## src/rtl/jtl_pkg.sv

```systemverilog
`timescale 1ns / 1ps
`default_nettype none

package jtl_pkg;

	// Token kinds as they appear on token_kind.
	localparam logic [3:0] K_LBRACE   = 4'd0;
	localparam logic [3:0] K_RBRACE   = 4'd1;
	localparam logic [3:0] K_LBRACKET = 4'd2;
	localparam logic [3:0] K_RBRACKET = 4'd3;
	localparam logic [3:0] K_COLON    = 4'd4;
	localparam logic [3:0] K_COMMA    = 4'd5;
	localparam logic [3:0] K_STRING   = 4'd6;
	localparam logic [3:0] K_NUMBER   = 4'd7;
	localparam logic [3:0] K_TRUE     = 4'd8;
	localparam logic [3:0] K_EOF      = 4'd11;
	localparam logic [3:0] K_ERROR    = 4'd12;

	// Literal word selectors.
	localparam logic [1:0] W_TRUE  = 2'd0;
	localparam logic [1:0] W_FALSE = 2'd1;
	localparam logic [1:0] W_NULL  = 2'd2;

	// Number grammar phases.
	localparam logic [1:0] P_INT  = 2'd0;
	localparam logic [1:0] P_FRAC = 2'd1;
	localparam logic [1:0] P_EXP0 = 2'd2;
	localparam logic [1:0] P_EXP  = 2'd3;

	localparam int MAX_RES    = 3;
	localparam int FIFO_DEPTH = 8;
	localparam int FIFO_AW    = $clog2(FIFO_DEPTH);

	typedef enum logic [2:0] {
		M_START   = 3'd0,
		M_STRING  = 3'd1,
		M_ESCAPE  = 3'd2,
		M_HEX     = 3'd3,
		M_LITERAL = 3'd4,
		M_NUMBER  = 3'd5,
		M_ERROR   = 3'd6
	} mode_t;

	typedef struct packed {
		logic [3:0] kind;
		logic [7:0] data;
		logic       content;
		logic       last;
	} result_t;

	typedef struct packed {
		logic [1:0]                n;
		result_t [MAX_RES-1:0]     r;
	} bundle_t;

	typedef struct packed {
		mode_t       mode;
		logic [15:0] hex;
		logic [1:0]  hcnt;
		logic [1:0]  lw;
		logic [2:0]  li;
		logic [1:0]  phase;
	} state_t;

	typedef struct packed {
		state_t  s;
		bundle_t b;
	} lex_t;

	function automatic logic [2:0] word_len(input logic [1:0] w);
		return (w == W_FALSE) ? 3'd5 : 3'd4;
	endfunction

	function automatic logic [7:0] word_char(input logic [1:0] w, input logic [2:0] i);
		logic [7:0] ch;
		ch = 8'h00;
		case (w)
			W_FALSE: begin
				case (i)
					3'd0: ch = 8'h66;
					3'd1: ch = 8'h61;
					3'd2: ch = 8'h6C;
					3'd3: ch = 8'h73;
					3'd4: ch = 8'h65;
					default: ch = 8'h00;
				endcase
			end
			W_NULL: begin
				case (i)
					3'd0: ch = 8'h6E;
					3'd1: ch = 8'h75;
					3'd2: ch = 8'h6C;
					3'd3: ch = 8'h6C;
					default: ch = 8'h00;
				endcase
			end
			default: begin
				case (i)
					3'd0: ch = 8'h74;
					3'd1: ch = 8'h72;
					3'd2: ch = 8'h75;
					3'd3: ch = 8'h65;
					default: ch = 8'h00;
				endcase
			end
		endcase
		return ch;
	endfunction

endpackage

`default_nettype wire

```

## src/rtl/jtl_step.sv

```systemverilog
`timescale 1ns / 1ps
`default_nettype none

module jtl_step (
	input  wire logic             clk,
	input  wire logic             arst_n,
	input  wire logic             accept,
	input  wire logic [7:0]       in_byte,
	input  wire logic             end_of_input,
	output jtl_pkg::bundle_t      bundle
);
	import jtl_pkg::*;

	localparam state_t STATE_RESET = '{mode: M_START, hex: 16'h0, hcnt: 2'd0,
		lw: 2'd0, li: 3'd0, phase: 2'd0};

	state_t state_q;
	lex_t   x;

	function automatic lex_t emit(input lex_t a, input logic [3:0] k, input logic [7:0] d,
		input logic c);
		lex_t y;
		y = a;
		if (y.b.n < 2'(MAX_RES)) begin
			y.b.r[y.b.n] = '{kind: k, data: d, content: c, last: 1'b0};
			y.b.n = y.b.n + 2'd1;
		end
		return y;
	endfunction

	function automatic lex_t go_error(input lex_t a);
		lex_t y;
		y = emit(a, K_ERROR, 8'h00, 1'b0);
		y.s.mode = M_ERROR;
		return y;
	endfunction

	function automatic logic is_digit(input logic [7:0] c);
		return (c >= 8'h30) && (c <= 8'h39);
	endfunction

	function automatic lex_t lex_start(input lex_t a, input logic [7:0] c);
		lex_t y;
		y = a;
		case (c) inside
			8'h20, 8'h09, 8'h0A, 8'h0D: ;
			8'h7B: y = emit(y, K_LBRACE, 8'h00, 1'b0);
			8'h7D: y = emit(y, K_RBRACE, 8'h00, 1'b0);
			8'h5B: y = emit(y, K_LBRACKET, 8'h00, 1'b0);
			8'h5D: y = emit(y, K_RBRACKET, 8'h00, 1'b0);
			8'h3A: y = emit(y, K_COLON, 8'h00, 1'b0);
			8'h2C: y = emit(y, K_COMMA, 8'h00, 1'b0);
			8'h22: y.s.mode = M_STRING;
			8'h74, 8'h66, 8'h6E: begin
				y.s.lw = (c == 8'h74) ? W_TRUE : (c == 8'h66) ? W_FALSE : W_NULL;
				y.s.li = 3'd1;
				y.s.mode = M_LITERAL;
			end
			8'h2D, [8'h30:8'h39]: begin
				y.s.phase = P_INT;
				y.s.mode = M_NUMBER;
				y = emit(y, K_NUMBER, c, 1'b1);
			end
			default: y = go_error(y);
		endcase
		return y;
	endfunction

	always_comb begin
		logic [7:0]  c;
		logic        e_char;
		logic        takes;
		logic [1:0]  nphase;
		logic [3:0]  nib;
		logic        nib_ok;
		logic [15:0] cp;
		logic [1:0]  w;
		logic [2:0]  len;
		logic [2:0]  nli;
		logic [7:0]  v;
		c      = in_byte;
		e_char = (c == 8'h65) || (c == 8'h45);
		takes  = 1'b0;
		nphase = state_q.phase;
		nib    = 4'h0;
		nib_ok = 1'b1;
		cp     = 16'h0;
		w      = (state_q.lw == 2'd3) ? W_TRUE : state_q.lw;
		len    = word_len(w);
		nli    = state_q.li + 3'd1;
		v      = c;
		x.s    = state_q;
		x.b    = '0;

		if (end_of_input) begin
			case (state_q.mode)
				M_NUMBER: x = emit(x, K_NUMBER, 8'h00, 1'b0);
				M_STRING, M_ESCAPE, M_HEX, M_LITERAL: x = emit(x, K_ERROR, 8'h00, 1'b0);
				default: ;
			endcase
			x = emit(x, K_EOF, 8'h00, 1'b0);
			x.s = STATE_RESET;
		end else begin
			case (state_q.mode)
				M_START: x = lex_start(x, c);
				M_STRING: begin
					if (c == 8'h22) begin
						x = emit(x, K_STRING, 8'h00, 1'b0);
						x.s.mode = M_START;
					end else if (c == 8'h5C) begin
						x.s.mode = M_ESCAPE;
					end else begin
						x = emit(x, K_STRING, c, 1'b1);
					end
				end
				M_ESCAPE: begin
					if (c == 8'h75) begin
						x.s.hex  = 16'h0;
						x.s.hcnt = 2'd0;
						x.s.mode = M_HEX;
					end else begin
						case (c)
							8'h62: v = 8'h08;
							8'h66: v = 8'h0C;
							8'h6E: v = 8'h0A;
							8'h72: v = 8'h0D;
							8'h74: v = 8'h09;
							default: v = c;
						endcase
						x = emit(x, K_STRING, v, 1'b1);
						x.s.mode = M_STRING;
					end
				end
				M_HEX: begin
					if (is_digit(c)) begin
						nib = c[3:0];
					end else if ((c >= 8'h61 && c <= 8'h66) || (c >= 8'h41 && c <= 8'h46)) begin
						nib = c[3:0] + 4'd9;
					end else begin
						nib_ok = 1'b0;
					end
					if (!nib_ok) begin
						x = go_error(x);
					end else begin
						cp = {state_q.hex[11:0], nib};
						x.s.hex = cp;
						if (state_q.hcnt == 2'd3) begin
							x.s.hcnt = 2'd0;
							x.s.mode = M_STRING;
							if (cp < 16'h0080) begin
								x = emit(x, K_STRING, cp[7:0], 1'b1);
							end else if (cp < 16'h0800) begin
								x = emit(x, K_STRING, {3'b110, cp[10:6]}, 1'b1);
								x = emit(x, K_STRING, {2'b10, cp[5:0]}, 1'b1);
							end else begin
								x = emit(x, K_STRING, {4'b1110, cp[15:12]}, 1'b1);
								x = emit(x, K_STRING, {2'b10, cp[11:6]}, 1'b1);
								x = emit(x, K_STRING, {2'b10, cp[5:0]}, 1'b1);
							end
						end else begin
							x.s.hcnt = state_q.hcnt + 2'd1;
						end
					end
				end
				M_LITERAL: begin
					if (state_q.li >= len || word_char(w, state_q.li) != c) begin
						x = go_error(x);
					end else begin
						x.s.li = nli;
						if (nli >= len) begin
							x = emit(x, K_TRUE + {2'b00, w}, 8'h00, 1'b0);
							x.s.mode = M_START;
						end
					end
				end
				M_NUMBER: begin
					case (state_q.phase)
						P_INT: begin
							takes = is_digit(c) || c == 8'h2E || e_char;
							nphase = (c == 8'h2E) ? P_FRAC : e_char ? P_EXP0 : P_INT;
						end
						P_FRAC: begin
							takes = is_digit(c) || e_char;
							nphase = e_char ? P_EXP0 : P_FRAC;
						end
						P_EXP0: begin
							takes = is_digit(c) || c == 8'h2B || c == 8'h2D;
							nphase = P_EXP;
						end
						default: begin
							takes = is_digit(c);
							nphase = P_EXP;
						end
					endcase
					if (takes) begin
						x.s.phase = nphase;
						x = emit(x, K_NUMBER, c, 1'b1);
					end else begin
						// The byte that ends a number is lexed again as a fresh start.
						x = emit(x, K_NUMBER, 8'h00, 1'b0);
						x.s.mode  = M_START;
						x.s.phase = P_INT;
						x = lex_start(x, c);
					end
				end
				default: ;
			endcase
		end

		for (int i = 0; i < MAX_RES; i++) begin
			x.b.r[i].last = (x.b.n != 2'd0) && (2'(i) == x.b.n - 2'd1);
		end
	end

	assign bundle = x.b;

	always_ff @(posedge clk or negedge arst_n) begin
		if (!arst_n) begin
			state_q <= STATE_RESET;
		end else if (accept) begin
			state_q <= x.s;
		end
	end

endmodule

`default_nettype wire

```

## src/rtl/jtl_fifo.sv

```systemverilog
`timescale 1ns / 1ps
`default_nettype none

module jtl_fifo (
	input  wire logic             clk,
	input  wire logic             arst_n,
	input  wire logic             push,
	input  wire jtl_pkg::bundle_t bundle,
	output logic                  room,
	input  wire logic             pop,
	output logic                  head_valid,
	output jtl_pkg::result_t      head
);
	import jtl_pkg::*;

	result_t                mem_q [FIFO_DEPTH];
	logic [FIFO_AW-1:0]     wr_q;
	logic [FIFO_AW-1:0]     rd_q;
	logic [FIFO_AW:0]       count_q;
	logic [FIFO_AW:0]       n_push;
	logic                   do_pop;

	// A whole beat group from one item must fit, so room means a full set of free slots.
	assign room       = count_q <= (FIFO_AW+1)'(FIFO_DEPTH - MAX_RES);
	assign head_valid = count_q != '0;
	assign head       = mem_q[rd_q];
	assign do_pop     = pop && head_valid;
	assign n_push     = push ? (FIFO_AW+1)'(bundle.n) : '0;

	always_ff @(posedge clk) begin
		for (int i = 0; i < MAX_RES; i++) begin
			if (push && (2'(i) < bundle.n)) begin
				mem_q[wr_q + FIFO_AW'(i)] <= bundle.r[i];
			end
		end
	end

	always_ff @(posedge clk or negedge arst_n) begin
		if (!arst_n) begin
			wr_q    <= '0;
			rd_q    <= '0;
			count_q <= '0;
		end else begin
			wr_q    <= wr_q + n_push[FIFO_AW-1:0];
			rd_q    <= rd_q + FIFO_AW'(do_pop);
			count_q <= count_q + n_push - (FIFO_AW+1)'(do_pop);
		end
	end

`ifndef SYNTHESIS
	a_count_bound: assert property (@(posedge clk) disable iff (!arst_n)
		count_q <= (FIFO_AW+1)'(FIFO_DEPTH))
		else $error("result queue count beyond depth");

	a_push_room: assert property (@(posedge clk) disable iff (!arst_n)
		push && bundle.n != 2'd0 |-> room)
		else $error("results pushed without room for a full group");

	a_count_track: assert property (@(posedge clk) disable iff (!arst_n)
		push && !do_pop |=> count_q == $past(count_q) + $past(n_push))
		else $error("result queue count does not follow pushes");

	a_group_last: assert property (@(posedge clk) disable iff (!arst_n)
		push && bundle.n != 2'd0 |-> bundle.r[bundle.n - 2'd1].last)
		else $error("pushed group does not end with a last beat");
`endif

endmodule

`default_nettype wire

```

## src/rtl/json_token_lexer_top.sv

```systemverilog
// Streaming JSON lexer, one text byte per input beat.
// Input channel: in_valid / in_stall with in_byte and end_of_input. A beat with
// end_of_input set closes the document: a pending number or an unfinished token
// is reported, an eof token follows, and the lexer returns to its start state.
// Output channel: out_valid / out_stall with token_kind, data_byte, is_content
// and last. One input beat yields zero to three output beats; last marks the
// final one of that group.
// Throughput: one input beat per cycle while in_stall is low. The lexer step
// computes a beat's results combinationally from its state register; they
// enter an eight-entry queue when the beat is accepted and drain one per cycle
// while out_stall is low. in_stall rises while fewer than three queue slots
// are free, so a run of multi-result beats (a \u escape, a number end) can hold the input back.
// When the receiver stalls, queued results hold and input continues to be
// taken until the queue is nearly full.
// Reset (arst_n low) returns the lexer to the start state and empties the queue.
`timescale 1ns / 1ps
`default_nettype none

module json_token_lexer_top (
	input  wire logic       clk,
	input  wire logic       arst_n,
	input  wire logic       in_valid,
	output logic            in_stall,
	input  wire logic [7:0] in_byte,
	input  wire logic       end_of_input,
	output logic            out_valid,
	input  wire logic       out_stall,
	output logic [3:0]      token_kind,
	output logic [7:0]      data_byte,
	output logic            is_content,
	output logic            last
);
	import jtl_pkg::*;

	bundle_t bundle;
	result_t head;
	logic    room;
	logic    accept;

	assign in_stall = !room;
	assign accept   = in_valid && room;

	jtl_step u_step (
		.clk          (clk),
		.arst_n       (arst_n),
		.accept       (accept),
		.in_byte      (in_byte),
		.end_of_input (end_of_input),
		.bundle       (bundle)
	);

	jtl_fifo u_fifo (
		.clk        (clk),
		.arst_n     (arst_n),
		.push       (accept),
		.bundle     (bundle),
		.room       (room),
		.pop        (!out_stall),
		.head_valid (out_valid),
		.head       (head)
	);

	assign token_kind = head.kind;
	assign data_byte  = head.data;
	assign is_content = head.content;
	assign last       = head.last;

endmodule

`default_nettype wire

```

## config.mk

```make
export PLATFORM = sky130hd
export DESIGN_NAME = json_token_lexer_top
export DESIGN_NICKNAME = d
export VERILOG_FILES = /design/src/rtl/jtl_pkg.sv /design/src/rtl/jtl_step.sv /design/src/rtl/jtl_fifo.sv /design/src/rtl/json_token_lexer_top.sv
export SDC_FILE = /design/constraint.sdc
export NUM_CORES = 1
export LEC_CHECK = 0
export BUFFER_PORTS_ARGS = -buffer_cell sky130_fd_sc_hd__buf_2
export CORE_UTILIZATION = 50
export CTS_CLUSTER_DIAMETER = 60
export CTS_CLUSTER_SIZE = 20
export DETAILED_ROUTE_END_ITERATION = 12
export PLACE_DENSITY = 0.77
export SETUP_SLACK_MARGIN = 0.02
export SLEW_MARGIN = 5
export SYNTH_ARGS = -nofsm -noshare
export SYNTH_HDL_FRONTEND = slang
export SYNTH_SLANG_ARGS = --single-unit
```

## constraint.sdc

```tcl
create_clock -name clk -period 4.9 [get_ports clk]
set_input_delay 1.47 -clock clk [delete_from_list [all_inputs] [get_ports clk]]
set_output_delay 1.47 -clock clk [all_outputs]
set_load 0.1 [all_outputs]
```

## Word-level counts from Yosys, hierarchy flattened

Memory sizes are Yosys's and may differ from the RTL's.
Cells that the tools add are included.

| cells by class | value |
|---|---|
| bitwise logic cells | 23 |
| muxes and demuxes | 159 |
| $add $sub $neg | 16 |
| equality and inequality tests | 64 |
| reduce and logical (&&, ||, !) cells | 46 |
| order comparisons | 29 |

Operators by type and width:

| operator | count |
|---|---|
| $mux W44 | 22 |
| $mux W46 | 19 |
| $mux W72 | 6 |
| $pmux W72 S6 | 1 |
| $mux W14 | 20 |
| $bwmux W42 | 4 |
| $demux W14 S2 | 5 |
| $and A13 B39 Y39 | 3 |
| $not A39 Y39 | 3 |
| $and A12 B36 Y36 | 3 |
| $not A36 Y36 | 3 |
| $eq A8 B7 Y1 const B | 13 |
| $mux W43 | 2 |
| $pmux W43 S2 | 1 |
| $eq A8 B6 Y1 const B | 7 |
| $mux W3 | 17 |
| $mux W51 | 1 |
| $mux W2 | 24 |
| $mux W5 | 9 |
| $and A14 B42 Y42 | 1 |
| $not A42 Y42 | 1 |
| $pmux W8 S5 | 1 |
| $pmux W7 S5 | 1 |
| $and A33 B33 Y33 | 1 |
| other kinds (67) | 169 |

| word-level totals | value |
|---|---|
| memories | 1 |
| memory bits (writable) | 112 |
| output and inout bits | 16 |
| logic and storage cells | 347 |
| register bits after elaboration | 34 |
| input port bits | 13 |

Memory list:

| memory | words | bits a word | read ports | clocked after memory_dff | write ports | line | RTL |
|---|---|---|---|---|---|---|---|
| u_fifo.mem_q | 8 | 14 | 1 | 0 | 3 | jtl_fifo.sv:16 | `result_t mem_q [FIFO_DEPTH];` |

## Longest topological paths before layout

Gate-level depths: netlist of the first run.

| logic depth | value |
|---|---|
| word-level depth | 42 |
| gate-level depth with buffers | 18 |
| mapped depth without buffers | 14 |

## By module

Synthesis of the first run repeated with hierarchy kept, for this count alone.

| unflattened totals | value |
|---|---|
| cell total of the unflattened synthesis | 1355 |
| area, all modules | 11651.2 sq um |

Modules (own cells, without submodules):

| module | instances | cells each | seq. area each (sq um) | area each (sq um) |
|---|---|---|---|---|
| jtl_fifo | 1 | 828 | 3613.5 | 8044.0 |
| jtl_step | 1 | 524 | 600.6 | 3593.4 |
| json_token_lexer_top | 1 | 3 | 0.0 | 13.8 |

## Worst setup path before layout of the first run

No wires, ideal clock.

| path | value |
|---|---|
| path kind | input to register |
| start | input in_byte[0] |
| end | memory u_fifo.mem_q[1][0] in the netlist's numbering, enable pin |
| path slack | -0.105 ns |
| arrival | 4.616 ns |
| library setup time | 0.390 ns |
| stages | 13 |
| path buffers | 3 |
| required time | 4.510 ns |
| cells stage by stage | clkbuf_1 > inv_1 > ha_1 > nor3b_2 > nor4_4 > a21oi_2 > nor4_4 > a211oi_4 > buf_6 > buf_4 > nor2_1 > a21oi_2 > o211ai_1 |

RTL lines:

| element | line | RTL |
|---|---|---|
| from (decl) | json_token_lexer_top.sv:24 | `input wire logic [7:0] in_byte,` |
| to (decl) | jtl_fifo.sv:16 |  |

==> out/metrics.yaml, run 1 <==
period_needed_ps: 4457
cts_root_buf: "clkbuf_16"
r2r.worst_path.cells: 11
portBuffers: 28
max-clock-path-buffers: 2
drc: 0
antenna_found_initial: 0
grt_max_degree: 35
min_from: "u_step.state_q[8]$_DFFE_PN0P_"
core_area_um2: 19720
rows: 51
tns_ps: 0
clkTransAtPathRegs_ps: 70
drt_pass1_iterations: 8
p_per_area_nw_per_um2: 522.7
ant_nets: 0
drt_first_iter_violations: 953
worst-slew-pin-transition_ps: 1030
synthCells: 948
post_cts_buffers: 0
cp_data_required_time_ps: 5160
postSynthAreaPerCell_um2: 10.76
clock_sinks: 146
reg2reg_slack_ps: 1150
synth_nets: 990
grt_pass1_wl_um: 46310
ys_warn_count: 0
initial_core_util_pct: 51.72
dieHeight_um: 144.8
netlist_area_um2: 10200
die_x_um: 144.8
slew_headroom_pct: 31.24
die_area_um2: 20970
gp_congestion: 0.9737
dp_hpwl_um: 20430
grt_overflow: 0
end_kind: "register"
synthDistinctLibCells: 92
synth.yosys.seq_area_share_pct: 41.33
p_leak_nw: 4.487
ys_seq_elements: 146
finalPower_mw: 6.024
numCtsBuffers: 17
synthFlopType: "edfxtp_1"
synth_top_area_share_pct: 32.98
track_usage_pct: 29.87
holdPathStages: 2
io_pins: 29
num_vias: 8421
max_freq_mhz: 224.4
synth_async_sr_flop_share_pct: 23.29
synth.area.top_cells: "edfxtp_1, mux2i_1, dfrtp_1"
cp-start-kind: "primary input"
wire_per_inst_um: 23.19
ir_worst_vdd_v: 0.0002929
fin_hold_ws_ps: 499.9
yosysTopAreaCell: "edfxtp_1"
wl_um: 29630
hold_end: "u_step.state_q[8]$_DFFE_PN0P_"
r2r-end: "u_fifo.mem_q[7][12]$_DFFE_PP_"
fin_crit_sh_pct: 90.95
synth_common_cells: "edfxtp_1, mux2i_1, nand2_1"
viasPerCell: 6.589
skew_ps: 15.68
worstSetupPathType: "primary input to register"
hp-class: "register to register"
reg2reg_from: "u_step.state_q[3]$_DFFE_PN0P_"
status: "completed"
n_antenna_cell: 0
clk_latency_ps: 430
arrival_ps: 4720
slew_viol_final: 0
ctsResizeCount: 0
yosysMostFrequentCell: "edfxtp_1"
final_hold_viol_count: 0
layout-drive-gt1-share_pct: 21.42
cap_violations: 0
cts_tree: "built"
finalSetupViolCount: 0
nFillCells: 1622
areaGrowthSynthToFinish_pct: 13.03
grt_pass1_vias: 8151
ctsHoldBuffers: 0
critical_path.max_fanout: 9
synth_edf_count: 112
rsz0062_at_grt: "false"
fin_nets: 1042
cts_max_level: 4
## critical path: stages
cell      delay [ps]
buf_2            110
inv_1            100
ha_1             360
o21bai_1         100
a21oi_1          490
a31oi_1          120
or3_1            420
or4_1            620
o21ai_1          490
mux2i_1          210
mux2i_1          220
## worst max-delay path by stage
| stage | startpoint | endpoint | slack (ps) | cells past startpoint |
|---|---|---|---|---|
| 2_1_floorplan | in_byte[1] | u_fifo.mem_q[1][0]$_DFFE_PP_ | 130 | 14 |
| 3_3_place_gp | in_byte[1] | u_fifo.mem_q[6][7]$_DFFE_PP_ | 210 | 11 |
| 3_5_place_dp | in_byte[1] | u_fifo.mem_q[1][5]$_DFFE_PP_ | 150 | 11 |
| 4_1_cts | in_byte[1] | u_fifo.mem_q[7][7]$_DFFE_PP_ | 560 | 11 |
| 5_1_grt | in_byte[1] | u_fifo.mem_q[0][7]$_DFFE_PP_ | 340 | 11 |
| 6_report | in_byte[1] | u_fifo.mem_q[7][7]$_DFFE_PP_ | 440 | 11 |
## placed cells by master, fill, tap and decap left out, drive strengths merged, types with 7 or more instances in the layout
cell type and n:
edfxtp 112, o31ai 8, a211oi 7, a21oi 60, a22o 8, o211ai 11, clkbuf 17, or2 8
nor4 12, buf 94, ha 27, nor2b 12, and2 8, nand2 87, o22ai 10, nand2b 17
dfrtp 34, mux2i 111, a21o 16, inv 40, o21ai 42, nor3 14, mux2 15, nor3b 13
nand3 26, nor2 58, and3 8, mux4 28
## power by group
group / switching (mW) / total (mW) / internal, mW / leakage (nW)
Clock: 0.592 / 1.32 / 0.726 / 0.293
Sequential: 0.144 / 1.78 / 1.64 / 1.48
Combinational: 2.03 / 2.93 / 0.897 / 2.72
## flip-flops by register name (all words and copies together) (netlist names)
| name | flops |
|---|---|
| u_step.state_q | 24 |
| u_fifo.count_q | 4 |
| u_fifo.rd_q | 3 |
| u_fifo.wr_q | 3 |
| u_fifo.mem_q | 112 |
## through the flow
stage / util [%] / instance area [µm²] / std cells / setup WS, ps
after global routing: 58.46 / 11530 / 1278 / 343.3
after detailed placement: 55.48 / 10940 / 1246 / 153.6
after CTS: 58.46 / 11530 / 1278 / 557.5
final: 58.46 / 11530 / 1278 / 443.3
after global placement: 55.48 / 10940 / 1246 / 213.1
after floorplan: - / 10200 / 948 / 132.5
## final cells by class
class,count,area (µm²),share of cell area (%)
clock buffer,17,425.4,3.691
clock inverter,15,161.4,1.400
inverter,30,112.6,0.9770
multi-input combinational,711,5594,48.53
sequential,146,4215,36.57
tap,265,331.6,2.877
timing repair buffer,94,685.7,5.949
## metal layers
metal,up-vias,track usage [%],share of wire (%)
met3,85,5.298,8.8
met4,0,13.30,3.8
li1,3742,-,-
met2,530,47.65,47
met5,-,0,0
met1,4064,39.72,41
## cell families (layout without fill, tap and decap cells)
group / after synthesis / count (layout) / synth area share [%]
muxes: 154 / 154 / 18.74
and+or+nand+nor: 299 / 299 / 16.59
buffers and inverters: 91 / 156 / 3.902
AOI/OAI and AO/OA: 223 / 223 / 15.23
xor gates and xnor gates: 6 / 6 / 0.5154
adders and majority gates: 29 / 29 / 3.705
DFF: 146 / 146 / 41.33
No activity file was read; power rests on OpenSTA's default activity.
==> run 2: changes to the inputs <==
- GPL_TIMING_DRIVEN: not set -> 1
- HOLD_SLACK_MARGIN: not set -> 0.06
- SYNTH_HIERARCHICAL: not set -> 1
==> out/metrics.yaml, run 2 <==
synth.area.top_cells: "edfxtp_1, dfrtp_1, o21ai_0"
ctsHoldBuffers: 0  # unchanged
drc: 0  # unchanged
cap_violations: 0  # unchanged
crit_family: "compound AO/OA/AOI/OAI gates"
period_needed_ps: 4640  # +183.6 ps
max_stage_delay_ps: 830  # +210 ps
skew_ps: 12.73  # -2.944 ps
layout_commonest_cell: "o21ai_0"
num_vias: 11630  # +38%
synth_edf_count: 112  # unchanged
reg_top3: "u_fifo/mem_q x112, u_step/state_q x24, u_fifo/count_q x4"
io_pins: 29  # unchanged
initial_core_util_pct: 51.15  # -0.57 points
finalSetupViolCount: 0  # unchanged
wl_um: 40040  # +35%
gp_congestion: 0.9519  # -2.2%
synth_common_cells: "o21ai_0, nor3_1, a31oi_1"
design_area_um2: 12980  # +13%
rows: 55  # +7.8%
dp_hpwl_um: 27030  # +32%
place_area_um2: 12400  # +13%
top_register: "u_fifo/mem_q"
p_leak_nw: 4.446  # -0.92%
numCtsBuffers: 17  # unchanged
fin_crit_sh_pct: 94.70  # +3.7 points
slew_headroom_pct: 8.813  # -22 points
synthFlopType: "edfxtp_1"
synth.yosys.seq_area_share_pct: 36.17  # -5.2 points
cts_max_level: 4  # unchanged
cp_data_required_time_ps: 4950  # -210 ps
yosysTopAreaCell: "edfxtp_1"
ant_nets: 0  # unchanged
synth_top_area_share_pct: 28.87  # -4.1 points
layout-drive-gt1-share_pct: 18.71  # -2.7 points
nFillCells: 2004  # +24%
cts_tree: "built"
grt_max_degree: 56  # +60%
max_freq_mhz: 215.5  # -4.0%
final_hold_viol_count: 0  # unchanged
final_core_util_pct: 57.00  # -1.5 points
yosysMostFrequentCell: "o21ai_0"
worstSetupPathType: "primary input to register"
clock_sinks: 146  # unchanged
netlist_area_um2: 11650  # +14%
post_cts_buffers: 0  # unchanged
final_cells: 1665  # +30%
fin_nets: 1379  # +32%
clkTransAtPathRegs_ps: 70  # about the same
cp-start-kind: "primary input"
grt_overflow: 0  # unchanged
hp-class: "register to register"
reg2reg_from: "u_step/state_q[4]$_DFFE_PN0P_"
die_x_um: 154.7  # +6.8%
ir_worst_vdd_v: 0.0005801  # +98%
r2r-end: "u_fifo/mem_q[5][9]$_DFFE_PP_"
synth_async_sr_flop_share_pct: 23.29  # unchanged
crit_start: "in_byte[0]"
ys_seq_elements: 146  # unchanged
critical_path.max_fanout: 14  # +5
arrival_ps: 4690  # -30 ps
dp_cells: 1633  # +31%
antenna_found_initial: 1  # +1
max-clock-path-buffers: 2  # unchanged
synthDistinctLibCells: 86  # -6.5%
ys_warn_count: 6  # +6
cts_root_buf: "clkbuf_16"
drt_first_iter_violations: 2215  # +130%
postSynthAreaPerCell_um2: 8.599  # -20%
portBuffers: 28  # unchanged
ctsResizeCount: 0  # unchanged
n_antenna_cell: 0  # unchanged
clk_latency_ps: 430  # about the same
die_area_um2: 23920  # +14%
path_buf_inv: 4  # +2
status: "completed"
areaGrowthSynthToFinish_pct: 11.43
layout_common_cells: "o21ai_0, nor3_1, a31oi_1, buf_4, edfxtp_1"
path_cells: "buf_2 > inv_1 > ha_1 > nand3_1 > o32ai_1 > a211oi_1 > nand3_1 > o21ai_0 > a21boi_0 > inv_1 > nand4_1 > buf_4 > o22ai_2"
reg2reg_slack_ps: 540  # -610 ps
r2r.worst_path.cells: 13  # +2
largest_reg_flops: 112  # unchanged
cpMaxStageDelayCell: "o22ai_2"
core_area_um2: 22780  # +16%
finalPower_mw: 7.947  # +32%
dieHeight_um: 154.7  # +6.8%
cp_num_cells: 13  # +2
track_usage_pct: 34.01  # +4.1 points
grt_pass1_vias: 11120  # +36%
synthCells: 1355  # +43%
rsz0062_at_grt: "false"
grt_pass1_wl_um: 62730  # +35%
wire_per_inst_um: 24.05  # +3.7%
drt_pass1_iterations: 8  # unchanged
worst-slew-pin-transition_ps: 1361  # +330.9 ps
slew_viol_final: 0  # unchanged
viasPerCell: 6.986  # +6.0%
end_kind: "register"
crit_end: "u_fifo/mem_q[2][3]$_DFFE_PP_"
p_per_area_nw_per_um2: 612.1  # +17%
==> run 2: cell count changes in the layout (fill, tap and decap cells not counted), moves of 21 or more <==
cell / delta
a21oi_1: -21
a31oi_1: +113
buf_4: +51
mux2i_1: -108
nand3_1: +80
nand4_1: +31
nor3_1: +111
o21ai_0: +113
==> run 2: stage by stage <==
| stage | hold slack, ps | setup TNS, ps | worst slack [ps] |
|---|---|---|---|
| 4_1_cts | 492.4 | 0 | 421.1 |
| 6_report | 483.4 | 0 | 259.7 |
| 2_1_floorplan | 453.8 | -1197 | -22.77 |
| 3_3_place_gp | 466.8 | 0 | 45.66 |
| 3_5_place_dp | 482.6 | 0 | 0.3419 |
| 5_1_grt | 504.5 | 0 | 59.59 |
==> run 2: how the worst min path moves through the flow <==
stage / startpoint / end / slack (ps) / cells past startpoint
6_report: u_fifo/rd_q[0]$_DFF_PN0_ / u_fifo/rd_q[0]$_DFF_PN0_ / 480 / 1
5_1_grt: u_fifo/rd_q[0]$_DFF_PN0_ / u_fifo/rd_q[0]$_DFF_PN0_ / 500 / 1
4_1_cts: u_fifo/rd_q[0]$_DFF_PN0_ / u_fifo/rd_q[0]$_DFF_PN0_ / 490 / 1
3_5_place_dp: u_fifo/rd_q[0]$_DFF_PN0_ / u_fifo/rd_q[0]$_DFF_PN0_ / 480 / 1
3_3_place_gp: u_fifo/rd_q[0]$_DFF_PN0_ / u_fifo/rd_q[0]$_DFF_PN0_ / 470 / 1
2_1_floorplan: u_step/state_q[8]$_DFFE_PN0P_ / u_step/state_q[8]$_DFFE_PN0P_ / 450 / 2
==> run 2: cell type report <==
type                    instances  area, µm²  share of cell area [%]
repair buffers                155       1269                   9.773
clock buffers                  18      429.2                   3.306
flip-flops and latches        146       4215                   32.47
well taps                     313      391.6                   3.017
clock inverters                14      150.1                   1.157
multi-input cells             981       6385                   49.18
inverters                      38      142.6                   1.099
==> run 2: report_power, final <==
part	total, mW	switching (mW)	internal [mW]	leakage, nW
Sequential	1.88	0.177	1.70	1.48
Clock	1.32	0.605	0.718	0.272
Combinational	4.74	3.36	1.39	2.69
Total	7.95	4.14	3.81	4.45
==> run 2: kinds of logic (layout without fill, tap and decap cells) <==
| family | count (synthesis) | after routing | synth area share [%] |
|---|---|---|---|
| multiplexers | 45 | 45 | 7.023 |
| flip-flops | 146 | 146 | 36.17 |
| XOR/XNOR | 11 | 11 | 0.8914 |
| other | 1 | 4 | 0.03219 |
| AO/OA/AOI/OAI | 408 | 408 | 21.56 |
| buffers and inverters | 231 | 225 | 9.525 |
| AND/OR/NAND/NOR | 485 | 485 | 21.68 |
| adder cells (fa/ha/maj) | 28 | 28 | 3.114 |
==> run 2: metal layers <==
| metal | wire [µm] | global-route usage [%] |
|---|---|---|
| met4 | 1976 | 16.31 |
| met1 | 14850 | 44.64 |
| met5 | 0 | 0 |
| met3 | 5458 | 7.901 |
| met2 | 17750 | 53.07 |
